`config.mk`:
```
export PLATFORM = sky130hd
export DESIGN_NAME = request_coalescing_table_core
export DESIGN_NICKNAME = d
export VERILOG_FILES = /design/src/hw/rtl/rct_pkg.sv /design/src/hw/rtl/rct_ram.sv /design/src/hw/rtl/request_coalescing_table_core.sv
export SDC_FILE = /design/constraint.sdc
export NUM_CORES = 2
export LEC_CHECK = 0
export ABC_CLOCK_PERIOD_IN_PS = 8400
export BUFFER_PORTS_ARGS = -buffer_cell sky130_fd_sc_hd__buf_2
export CELL_PAD_IN_SITES_DETAIL_PLACEMENT = 1
export CELL_PAD_IN_SITES_GLOBAL_PLACEMENT = 2
export CORE_MARGIN = 5
export CORE_UTILIZATION = 38
export CTS_CLUSTER_SIZE = 8
export DETAILED_ROUTE_END_ITERATION = 6
export GPL_TIMING_DRIVEN = 0
export PLACE_DENSITY = 0.72
export SLEW_MARGIN = 20
export SYNTH_ARGS = -nofsm -noshare
export SYNTH_HDL_FRONTEND = slang
export SYNTH_SLANG_ARGS = --single-unit
```
`constraint.sdc`:
```
create_clock -name clk -period 8.4 [get_ports clk]
set_clock_uncertainty 0.05 [all_clocks]
set_input_delay 1.26 -clock clk [delete_from_list [all_inputs] [get_ports clk]]
set_output_delay 1.26 -clock clk [all_outputs]
set_load 0.1 [all_outputs]
```
`src/hw/rtl/rct_pkg.sv`:
```
// ----------------------------------------------------------------------------
// Request coalescing table package
// Command and result codes and fixed field widths shared by the table's files.
// ----------------------------------------------------------------------------
package rct_pkg;

    localparam int KEY_W      = 32;
    localparam int SLOT_FW    = 4;
    localparam int REQ_FW     = 8;

    typedef logic [1:0] cmd_t;
    typedef logic [2:0] kind_t;

    localparam cmd_t CMD_LOOKUP  = 2'd0;
    localparam cmd_t CMD_CLOSE   = 2'd1;
    localparam cmd_t CMD_RELEASE = 2'd2;
    localparam cmd_t CMD_NONE    = 2'd3;

    localparam kind_t KIND_JOINED = 3'd0;
    localparam kind_t KIND_OWNER  = 3'd1;
    localparam kind_t KIND_FULL   = 3'd2;
    localparam kind_t KIND_WAITER = 3'd3;
    localparam kind_t KIND_DONE   = 3'd4;

endpackage

```
`src/hw/rtl/rct_ram.sv`:
```
// ----------------------------------------------------------------------------
// Request coalescing table RAM
// Single-port-write, single-port-read synchronous RAM with registered read.
// ----------------------------------------------------------------------------
module rct_ram #(
    parameter int WIDTH = 8,
    parameter int DEPTH = 16,
    localparam int ADDR_W = (DEPTH > 1) ? $clog2(DEPTH) : 1
) (
    input  logic              clk,
    input  logic              wr_en,
    input  logic [ADDR_W-1:0] wr_addr,
    input  logic [WIDTH-1:0]  wr_data,
    input  logic              rd_en,
    input  logic [ADDR_W-1:0] rd_addr,
    output logic [WIDTH-1:0]  rd_data
);

    logic [WIDTH-1:0] mem [0:DEPTH-1];
    logic [WIDTH-1:0] rd_data_reg;

    always_ff @(posedge clk)
    begin
        if (wr_en)
        begin
            mem[wr_addr] <= wr_data;
        end
    end

    // hold read data until the next read
    always_ff @(posedge clk)
    begin
        if (rd_en)
        begin
            rd_data_reg <= mem[rd_addr];
        end
    end

    assign rd_data = rd_data_reg;

endmodule

```
`src/hw/rtl/request_coalescing_table_core.sv`:
```
// ----------------------------------------------------------------------------
// Request coalescing table core
// Coalesces outstanding requests by key: lookup joins or allocates a slot
// or reports a full table; close emits the slot's waiters, release frees the slot.
// ----------------------------------------------------------------------------
// One transaction is handled at a time. Slot keys, open flags and waiter
// counts live in a slot RAM read once per cycle, and waiter ids in a waiter
// RAM; only the per-slot valid bits are flip-flops. A lookup streams all
// TABLE_SLOTS entries through the slot RAM, stopping at the first joinable
// slot. A close reads the slot entry, writes it back closed, then reads each
// waiter id in turn through the one read port of the waiter RAM, sending
// each as a result before reading the next; a close with no waiters gives a
// done result. A release clears the slot's valid bit and gives a done result.
// Any result can be held off by out_ready. Commands with code 3, and closes
// or releases with a slot index at or beyond TABLE_SLOTS, are taken and
// produce no result. A new input is taken whenever the previous transaction
// has finished its work, even while its last result still waits in the
// output register.
module request_coalescing_table_core #(
    parameter int TABLE_SLOTS    = 16,
    parameter int MAX_WAITERS    = 8,
    parameter int REQUESTER_BITS = 8
) (
    input  logic                               clk,
    input  logic                               rst_n,
    input  logic                               in_valid,
    output logic                               in_ready,
    input  rct_pkg::cmd_t                      cmd,
    input  logic [rct_pkg::KEY_W-1:0]          key,
    input  logic [rct_pkg::SLOT_FW-1:0]        slot_index,
    input  logic [rct_pkg::REQ_FW-1:0]         requester_id,
    output logic                               out_valid,
    input  logic                               out_ready,
    output rct_pkg::kind_t                     kind,
    output logic [rct_pkg::SLOT_FW-1:0]        slot,
    output logic [rct_pkg::REQ_FW-1:0]         requester,
    output logic                               last
);

    import rct_pkg::*;

    localparam int SLOT_W   = (TABLE_SLOTS > 1) ? $clog2(TABLE_SLOTS) : 1;
    localparam int CNT_W    = $clog2(MAX_WAITERS + 1);
    localparam int ENTRY_W  = KEY_W + 1 + CNT_W;
    localparam int OPEN_BIT = CNT_W;
    localparam int WDEPTH   = TABLE_SLOTS * MAX_WAITERS;
    localparam int WADDR_W  = (WDEPTH > 1) ? $clog2(WDEPTH) : 1;

    localparam logic [SLOT_W-1:0] LAST_SLOT = SLOT_W'(TABLE_SLOTS - 1);
    localparam logic [CNT_W-1:0]  CNT_MAX   = CNT_W'(MAX_WAITERS);

    localparam logic [2:0] S_IDLE     = 3'd0;
    localparam logic [2:0] S_SCAN     = 3'd1;
    localparam logic [2:0] S_JOIN     = 3'd2;
    localparam logic [2:0] S_ALLOC    = 3'd3;
    localparam logic [2:0] S_CLOSE_RD = 3'd4;
    localparam logic [2:0] S_DONE     = 3'd5;
    localparam logic [2:0] S_W_READ   = 3'd6;
    localparam logic [2:0] S_W_LOAD   = 3'd7;

    logic [2:0]                state_reg, state_next;
    logic [TABLE_SLOTS-1:0]    slot_valid_reg, slot_valid_next;
    logic [KEY_W-1:0]          key_reg, key_next;
    logic [REQUESTER_BITS-1:0] req_reg, req_next;
    logic [SLOT_W-1:0]         slot_reg, slot_next;
    logic [CNT_W-1:0]          cnt_reg, cnt_next;
    logic [CNT_W-1:0]          idx_reg, idx_next;
    logic [SLOT_W-1:0]         issue_reg, issue_next;
    logic                      issue_done_reg, issue_done_next;
    logic [SLOT_W-1:0]         chk_reg, chk_next;
    logic                      chk_vld_reg, chk_vld_next;
    logic                      free_found_reg, free_found_next;
    logic [SLOT_W-1:0]         free_reg, free_next;

    logic                      out_valid_reg, out_valid_next;
    kind_t                     kind_reg, kind_next;
    logic [SLOT_W-1:0]         oslot_reg, oslot_next;
    logic [REQ_FW-1:0]         oreq_reg, oreq_next;
    logic                      last_reg, last_next;

    logic                      smem_wr_en, smem_rd_en;
    logic [SLOT_W-1:0]         smem_wr_addr, smem_rd_addr;
    logic [ENTRY_W-1:0]        smem_wr_data, smem_rd_data;
    logic                      wmem_wr_en, wmem_rd_en;
    logic [WADDR_W-1:0]        wmem_wr_addr, wmem_rd_addr;
    logic [REQUESTER_BITS-1:0] wmem_rd_data;

    logic                      accept;
    logic                      out_free;
    logic                      idx_oob;
    logic [SLOT_W-1:0]         in_slot;
    logic [KEY_W-1:0]          rd_key;
    logic                      rd_open;
    logic [CNT_W-1:0]          rd_cnt;
    logic                      chk_valid;
    logic                      hit;
    logic [CNT_W-1:0]          close_cnt;

    rct_ram #(
        .WIDTH (ENTRY_W),
        .DEPTH (TABLE_SLOTS)
    ) u_slot_ram (
        .clk     (clk),
        .wr_en   (smem_wr_en),
        .wr_addr (smem_wr_addr),
        .wr_data (smem_wr_data),
        .rd_en   (smem_rd_en),
        .rd_addr (smem_rd_addr),
        .rd_data (smem_rd_data)
    );

    rct_ram #(
        .WIDTH (REQUESTER_BITS),
        .DEPTH (WDEPTH)
    ) u_waiter_ram (
        .clk     (clk),
        .wr_en   (wmem_wr_en),
        .wr_addr (wmem_wr_addr),
        .wr_data (req_reg),
        .rd_en   (wmem_rd_en),
        .rd_addr (wmem_rd_addr),
        .rd_data (wmem_rd_data)
    );

    assign in_ready  = (state_reg == S_IDLE);
    assign accept    = in_valid && in_ready;
    assign out_free  = !out_valid_reg || out_ready;
    assign idx_oob   = (32'(slot_index) >= 32'(TABLE_SLOTS));
    assign in_slot   = SLOT_W'(slot_index);

    assign rd_key    = smem_rd_data[ENTRY_W-1 -: KEY_W];
    assign rd_open   = smem_rd_data[OPEN_BIT];
    assign rd_cnt    = smem_rd_data[CNT_W-1:0];
    assign chk_valid = slot_valid_reg[chk_reg];
    assign hit       = chk_valid && (rd_key == key_reg) && rd_open && (rd_cnt < CNT_MAX);
    // an invalid slot holds no waiters whatever its RAM entry says
    assign close_cnt = slot_valid_reg[slot_reg] ? rd_cnt : '0;

    // a new owner entry goes to the free slot found by the scan
    assign smem_wr_addr = (state_reg == S_ALLOC) ? free_reg : slot_reg;
    assign wmem_wr_addr = WADDR_W'(slot_reg) * WADDR_W'(MAX_WAITERS) + WADDR_W'(cnt_reg);
    assign wmem_rd_addr = WADDR_W'(slot_reg) * WADDR_W'(MAX_WAITERS) + WADDR_W'(idx_reg);

    always_comb
    begin
        state_next      = state_reg;
        slot_valid_next = slot_valid_reg;
        key_next        = key_reg;
        req_next        = req_reg;
        slot_next       = slot_reg;
        cnt_next        = cnt_reg;
        idx_next        = idx_reg;
        issue_next      = issue_reg;
        issue_done_next = issue_done_reg;
        chk_next        = chk_reg;
        chk_vld_next    = 1'b0;
        free_found_next = free_found_reg;
        free_next       = free_reg;

        out_valid_next  = out_valid_reg && !out_ready;
        kind_next       = kind_reg;
        oslot_next      = oslot_reg;
        oreq_next       = oreq_reg;
        last_next       = last_reg;

        smem_wr_en      = 1'b0;
        smem_wr_data    = {key_reg, 1'b1, CNT_W'(0)};
        smem_rd_en      = 1'b0;
        smem_rd_addr    = issue_reg;
        wmem_wr_en      = 1'b0;
        wmem_rd_en      = 1'b0;

        unique case (state_reg)
            S_IDLE:
            begin
                if (accept)
                begin
                    key_next  = key;
                    req_next  = REQUESTER_BITS'(requester_id);
                    slot_next = in_slot;
                    case (cmd)
                        CMD_LOOKUP:
                        begin
                            issue_next      = '0;
                            issue_done_next = 1'b0;
                            free_found_next = 1'b0;
                            state_next      = S_SCAN;
                        end
                        CMD_CLOSE:
                        begin
                            if (!idx_oob)
                            begin
                                smem_rd_en   = 1'b1;
                                smem_rd_addr = in_slot;
                                state_next   = S_CLOSE_RD;
                            end
                        end
                        CMD_RELEASE:
                        begin
                            if (!idx_oob)
                            begin
                                slot_valid_next[in_slot] = 1'b0;
                                state_next               = S_DONE;
                            end
                        end
                        default:
                        begin
                            // drop: no result for an unused command
                        end
                    endcase
                end
            end

            S_SCAN:
            begin
                // stream one slot entry per cycle; each entry is checked once its registered read data returns
                if (!issue_done_reg)
                begin
                    smem_rd_en   = 1'b1;
                    chk_vld_next = 1'b1;
                    chk_next     = issue_reg;
                    if (issue_reg == LAST_SLOT)
                    begin
                        issue_done_next = 1'b1;
                    end
                    else
                    begin
                        issue_next = issue_reg + SLOT_W'(1);
                    end
                end
                if (chk_vld_reg)
                begin
                    if (hit)
                    begin
                        slot_next  = chk_reg;
                        cnt_next   = rd_cnt;
                        state_next = S_JOIN;
                    end
                    else
                    begin
                        if (!chk_valid && !free_found_reg)
                        begin
                            free_found_next = 1'b1;
                            free_next       = chk_reg;
                        end
                        if (chk_reg == LAST_SLOT)
                        begin
                            state_next = S_ALLOC;
                        end
                    end
                end
            end

            S_JOIN:
            begin
                if (out_free)
                begin
                    smem_wr_en     = 1'b1;
                    smem_wr_data   = {key_reg, 1'b1, cnt_reg + CNT_W'(1)};
                    wmem_wr_en     = 1'b1;
                    out_valid_next = 1'b1;
                    kind_next      = KIND_JOINED;
                    oslot_next     = slot_reg;
                    oreq_next      = '0;
                    last_next      = 1'b1;
                    state_next     = S_IDLE;
                end
            end

            S_ALLOC:
            begin
                slot_next = free_reg;
                if (out_free)
                begin
                    out_valid_next = 1'b1;
                    oreq_next      = '0;
                    last_next      = 1'b1;
                    state_next     = S_IDLE;
                    if (free_found_reg)
                    begin
                        // store the key as an open slot with no waiters
                        smem_wr_en                = 1'b1;
                        slot_valid_next[free_reg] = 1'b1;
                        kind_next                 = KIND_OWNER;
                        oslot_next                = free_reg;
                    end
                    else
                    begin
                        kind_next  = KIND_FULL;
                        oslot_next = '0;
                    end
                end
            end

            S_CLOSE_RD:
            begin
                // write back closed, keep the waiters for a later close
                smem_wr_en   = 1'b1;
                smem_wr_data = {rd_key, 1'b0, rd_cnt};
                cnt_next     = close_cnt;
                idx_next     = '0;
                state_next   = (close_cnt == '0) ? S_DONE : S_W_READ;
            end

            S_DONE:
            begin
                if (out_free)
                begin
                    out_valid_next = 1'b1;
                    kind_next      = KIND_DONE;
                    oslot_next     = slot_reg;
                    oreq_next      = '0;
                    last_next      = 1'b1;
                    state_next     = S_IDLE;
                end
            end

            S_W_READ:
            begin
                wmem_rd_en = 1'b1;
                state_next = S_W_LOAD;
            end

            S_W_LOAD:
            begin
                if (out_free)
                begin
                    out_valid_next = 1'b1;
                    kind_next      = KIND_WAITER;
                    oslot_next     = slot_reg;
                    oreq_next      = REQ_FW'(wmem_rd_data);
                    last_next      = (idx_reg + CNT_W'(1) == cnt_reg);
                    idx_next       = idx_reg + CNT_W'(1);
                    state_next     = (idx_reg + CNT_W'(1) == cnt_reg) ? S_IDLE : S_W_READ;
                end
            end

            default:
            begin
                state_next = S_IDLE;
            end
        endcase
    end

    always_ff @(posedge clk or negedge rst_n)
    begin
        if (!rst_n)
        begin
            state_reg      <= S_IDLE;
            slot_valid_reg <= '0;
            out_valid_reg  <= 1'b0;
            chk_vld_reg    <= 1'b0;
            issue_done_reg <= 1'b0;
            free_found_reg <= 1'b0;
        end
        else
        begin
            state_reg      <= state_next;
            slot_valid_reg <= slot_valid_next;
            out_valid_reg  <= out_valid_next;
            chk_vld_reg    <= chk_vld_next;
            issue_done_reg <= issue_done_next;
            free_found_reg <= free_found_next;
        end
    end

    always_ff @(posedge clk)
    begin
        key_reg   <= key_next;
        req_reg   <= req_next;
        slot_reg  <= slot_next;
        cnt_reg   <= cnt_next;
        idx_reg   <= idx_next;
        issue_reg <= issue_next;
        chk_reg   <= chk_next;
        free_reg  <= free_next;
        kind_reg  <= kind_next;
        oslot_reg <= oslot_next;
        oreq_reg  <= oreq_next;
        last_reg  <= last_next;
    end

    assign out_valid = out_valid_reg;
    assign kind      = kind_reg;
    assign slot      = SLOT_FW'(oslot_reg);
    assign requester = oreq_reg;
    assign last      = last_reg;

endmodule

```
# Yosys cells after proc, flatten, opt, wreduce, memory -nomap -nowiden
# Memories as Yosys holds them, arrays and structs flattened. A register that Yosys moved wholly into a read port is not among the register bits.
# Cells that the tools add are included.
# totals
ff_bits	103
mem_bits_rw	1616
in_bits	50
out_inout_bits	18
word_cells	194
memories	2
# mem_list
name	depth	word_bits	rd	rd_clocked_by_memory_dff	wr	line	rtl
u_waiter_ram.mem	128	8	1	1	1	rct_ram.sv:19	logic [WIDTH-1:0] mem [0:DEPTH-1];
u_slot_ram.mem	16	37	1	1	1	rct_ram.sv:19	
# classes
add_sub_neg	5
magnitude_cmp	7
eq_ne	31
n_mux	85
bitwise_logic	5
n_reduce_logical	41
# op_table
cell	n
4-bit two-way mux	19
37-bit case mux with 2 select lines	1
16-bit two-way mux	4
32-bit == test	1
16-bit case mux with 2 select lines	1
4-bit case mux with 2 select lines	4
3-bit two-way mux	10
1-bit two-way mux	28
2-bit inequality test (second input constant)	11
4-bit by 5-bit < comparator with 1-bit output (second input constant)	4
3-bit case mux with 6 select lines	1
16-bit AND	1
8-bit two-way mux	2
16-bit NOT	1
16-bit OR	1
8-bit case mux with 2 select lines	1
5-bit AND reduction	3
7-bit by 4-bit adder with 7-bit output	2
4-bit by 1-bit adder with 4-bit output (second input constant)	3
3-bit == test (second input constant)	4
3-bit case mux with 4 select lines	1
4-bit case mux with 3 select lines	1
3-bit AND reduction	4
6-bit AND reduction	2
31 further kinds	64

# Longest topological paths before layout
# depth
ltp_word	9
ltp_mapped	12

# Hierarchy
# From an unflattened synthesis, not the netlist that was laid out.
# unflattened
hier_cells	3115
hier_area_um2	68559.5
# modules_own_cells
mod	n_inst	cells_each	area_per_inst_um2
rct_ram (u_waiter_ram)	1	1635	39745.6
rct_ram (u_slot_ram)	1	963	23312.4
request_coalescing_table_core	1	517	5501.5

# Worst setup path before layout
# Ideal clock, no wire load.
# synth_timing
path_kind	input to register
start	input port out_ready
end	memory u_slot_ram.mem[12][0] (netlist bit) (enable)
setup_time_ps	431
t_arrival_ps	3568
t_required_ps	7919
path_slack_ps	4351
path_stages	5
n_path_buf	0
path_cell_list	nand2b_1 -> a21oi_1 -> o21ai_0 -> o21ai_0 -> nor2_1
# synth_between
elab_chain_len	5
# synth_rtl
element	line	rtl
from (decl)	request_coalescing_table_core.sv:33	input logic out_ready,
1-bit logical OR (*)	request_coalescing_table_core.sv:127	assign out_free = !out_valid_reg || out_ready;
1-bit two-way mux, on equally long branches	request_coalescing_table_core.sv:273, request_coalescing_table_core.sv:256	
1-bit case mux with 3 select lines (*)	request_coalescing_table_core.sv:173	unique case (state_reg)
1-bit two-way mux (*)	rct_ram.sv:24	if (wr_en)
1-bit two-way mux (implied by the code) (*)	rct_ram.sv:26	mem[wr_addr] <= wr_data;
to (decl)	rct_ram.sv:19	
# Every way passes the cells marked *; elsewhere a longest branch is shown, timed or not.

# Worst setup path after layout
# layout_timing
start	register state_reg[2]
end	memory u_waiter_ram.mem[472][5] (netlist: u_waiter_ram.mem[59][5]) (enable)
# layout_between
elab_chain_len	4
# layout_rtl
element	line	rtl
from (decl)	request_coalescing_table_core.sv:61	logic [2:0] state_reg, state_next;
from (signal assigned)	request_coalescing_table_core.sv:358	state_reg <= state_next;
3-bit by 2-bit == test with 1-bit output	request_coalescing_table_core.sv:173	
1-bit two-way mux	request_coalescing_table_core.sv:173	
1-bit two-way mux	rct_ram.sv:24	
1-bit two-way mux (implied by the code)	rct_ram.sv:26	
to (decl)	rct_ram.sv:19	
# No other way between the ends.

==> run summary <==
status - completed
global route overflow - 0
fin. max-slew vios - 0
drt first-iter violations - 3235
relative slew slack - 0.213
crit path time final - 4580 ps
RSZ-0062 raised after global routing - false
share of cells above drive strength 1 - 0.214
Pwr Density - 328 mW/mm²
H-tree depth - 4
Post-CTS Setup Bufs - 0
worst endpoint required time - 8810 ps
Worst-Margin Slew - 1180 ps
largest net degree at the start of global routing - 40
final setup fails - 0
syn_nets - 3657
initial antenna violation count - 5
first-pass GRT wire length - 276 mm
starting density of the core - 0.382
# rows - 156
top post-synthesis cells by area - edfxtp_1 (76%), mux4_2 (11%), nand2_1 (2.2%), mux2i_1 (2.2%), nor2_1 (0.97%)
Synth-to-Final Area Change - 16.9%
CTS max path bufs - 3
met1 usage in global routing - 0.258
CP peak stage delay - 960 ps
crit path buf inv count - 2
critical path's slowest cell - nand3_1
clock sink count - 1764
drt total wl - 191 mm
port buffer count - 67
Skew-Pair Late Insertion Delay - 860 ps
CTS Buf Count - 238
via/cell ratio - 5.64
synth unique cells - 58
Synth top area share - 0.758
Critical Path AT - 4990 ps
cell family with most CP delay - simple AND/OR/NAND/NOR gates
Comb power frac - 0.261
routed vias - 36242
final period utilization - 0.545
Clock power frac - 0.323
placed cell count - 6124
met3 usage - 0.0393
commonest cells after routing, fill and taps aside - edfxtp_1 (1741), nand2_1 (402), mux4_2 (334)
Final Power - 26.5 mW
DR WL/cell - 29.7 µm
die width - 436 µm
synthesized area - 0.0690 mm²
worst path cell trace - clkinv_1 > nand2_1 > nor3_1 > nand3_1 > clkbuf_2 > nor2_1
Fmax - 218 MHz
Layout Cells excl Fill - 6423
Main synth FF type - edfxtp_1
final core utilization - 0.446
DIE AREA - 0.190 mm²
Setup TNS - 0 ps
Synth async-reset ratio - 0.0130
Hold Path Class - input pin to async pin
Die H - 436 µm
Syn Inst Count - 3596
syn avg cell area - 19.2 µm²
Routed Antenna Nets - 0
met2 usage - 0.340
Clock Tree Root - clkbuf_16
IO Count - 68
Seq cells post-synth - 1764
commonest non-fill, non-tap cell in the layout - edfxtp_1
Worst Setup End Kind - register
post-cts resize count - 0
hold buffers post-CTS - 0
Tot GR Track Use - 0.199
CTS tree - built
Worst-path clk slew - 60 ps
Critical Path Source Type - register
Leak - 26.0 nW
largest area contributor in the netlist - edfxtp_1
hpwl dp - 131 mm
register area share after synthesis - 0.766
count of flip-flops with a built-in enable after synthesis - 1741
Hold Vio Cnt, Final - 0
crit path max fanout - 10
Internal - 18.1 mW
vias in the first global route - 38607
GPL Wtd Cong - 0.865
Nets - 4055
switching part of the total - 0.318
max reg flops - 1024
gr busiest metal - met2
yosys warns - 0
area of the core - 0.181 mm²
DRC - 0
Maximum Capacitance Violations - 0
Seq pwr share - 0.416
critical path type - register to register
Peak VDD IR - 202 µV
Post-Place Worst Slack - 3130 ps
DRT Pass-1 Iters - 5
post-layout worst setup margin - 3820 ps
Psw - 8.42 mW
[worst paths after layout]
path	from	to	slack [ps]	cells after the start
max	state_reg[2]	u_waiter_ram.mem[59][5]	3820	6
min	rst_n	slot_valid_reg[0]	360	1
max reg2reg	state_reg[2]	u_waiter_ram.mem[59][5]	3820	6
min in group clk	chk_reg[0]	free_reg[0]	390	0
min reg2reg	chk_reg[0]	free_reg[0]	390	0
max in group asynchronous	rst_n	state_reg[0]	7540	1
[power groups by stage]
stage	Sequential (mW)	Combinational [mW]	Clock, mW
floorplan	11.4	3.74	0
global placement	11.5	6.22	0
detailed placement	11.2	6.92	0
CTS	11.0	6.96	8.72
global route	11.1	7.30	9.13
finish	11.0	6.91	8.56
[logic make-up (layout without fill, tap and decap cells)]
group                      count (synthesis)  count (layout)  share of synthesized area
DFF                                     1764            1764                      0.766
and+or+nand+nor                          766             766                     0.0465
muxes                                    486             486                      0.131
AOI/OAI and AO/OA                        315             315                     0.0353
buffers and inverters                    210             664                     0.0134
xor gates and xnor gates                  44              44                    0.00559
adders and majority gates                 11              11                    0.00199
other                                      0               3                          0
[synth_stat cells (8+ instances only)]
cell and instances:
buf_1 12, xnor2_1 8, nor2b_1 10, o221ai_1 40, and2_1 17, a41o_1 36, buf_2 57, o22a_1 9
o21ai_0 52, inv_1 12, xor2_1 36, mux4_2 334, mux2i_1 150, nor3_1 17, o22ai_1 35, nor2_1 178
buf_4 8, nand3_1 103, nand2_1 402, a32oi_1 39, nor4_1 10, nand2b_1 8, ha_1 11, a21oi_1 15
a22o_1 53, dfrtp_1 23, clkbuf_1 112, edfxtp_1 1741
[through the flow]
stage	instance area [µm²]	hold WS, ps
5_1_grt	80700	343
3_5_place_dp	74200	380
3_3_place_gp	72300	375
4_1_cts	80700	308
2_1_floorplan	69000	371
6_report	80700	358
[final cells by class]
cell class | instances | area [µm²]
Timing Repair Buffer | 158 | 2030
Fill cell | 16908 | 100000
Tap cell | 2370 | 2970
Sequential cell | 1764 | 52900
Buffer | 194 | 882
Antenna cell | 3 | 7.51
Multi-Input combinational cell | 1622 | 15400
Clock inverter | 14 | 308
Inverter | 16 | 60.1
Clock buffer | 282 | 6140
[metal layers]
layer / up-vias / share of wire
met2: 1128 / 0.50
met1: 19484 / 0.41
met5: - / 0.00014
li1: 15321 / -
met4: 4 / 0.030
met3: 305 / 0.058
Note: power is estimated with default switching activity, not from simulation.
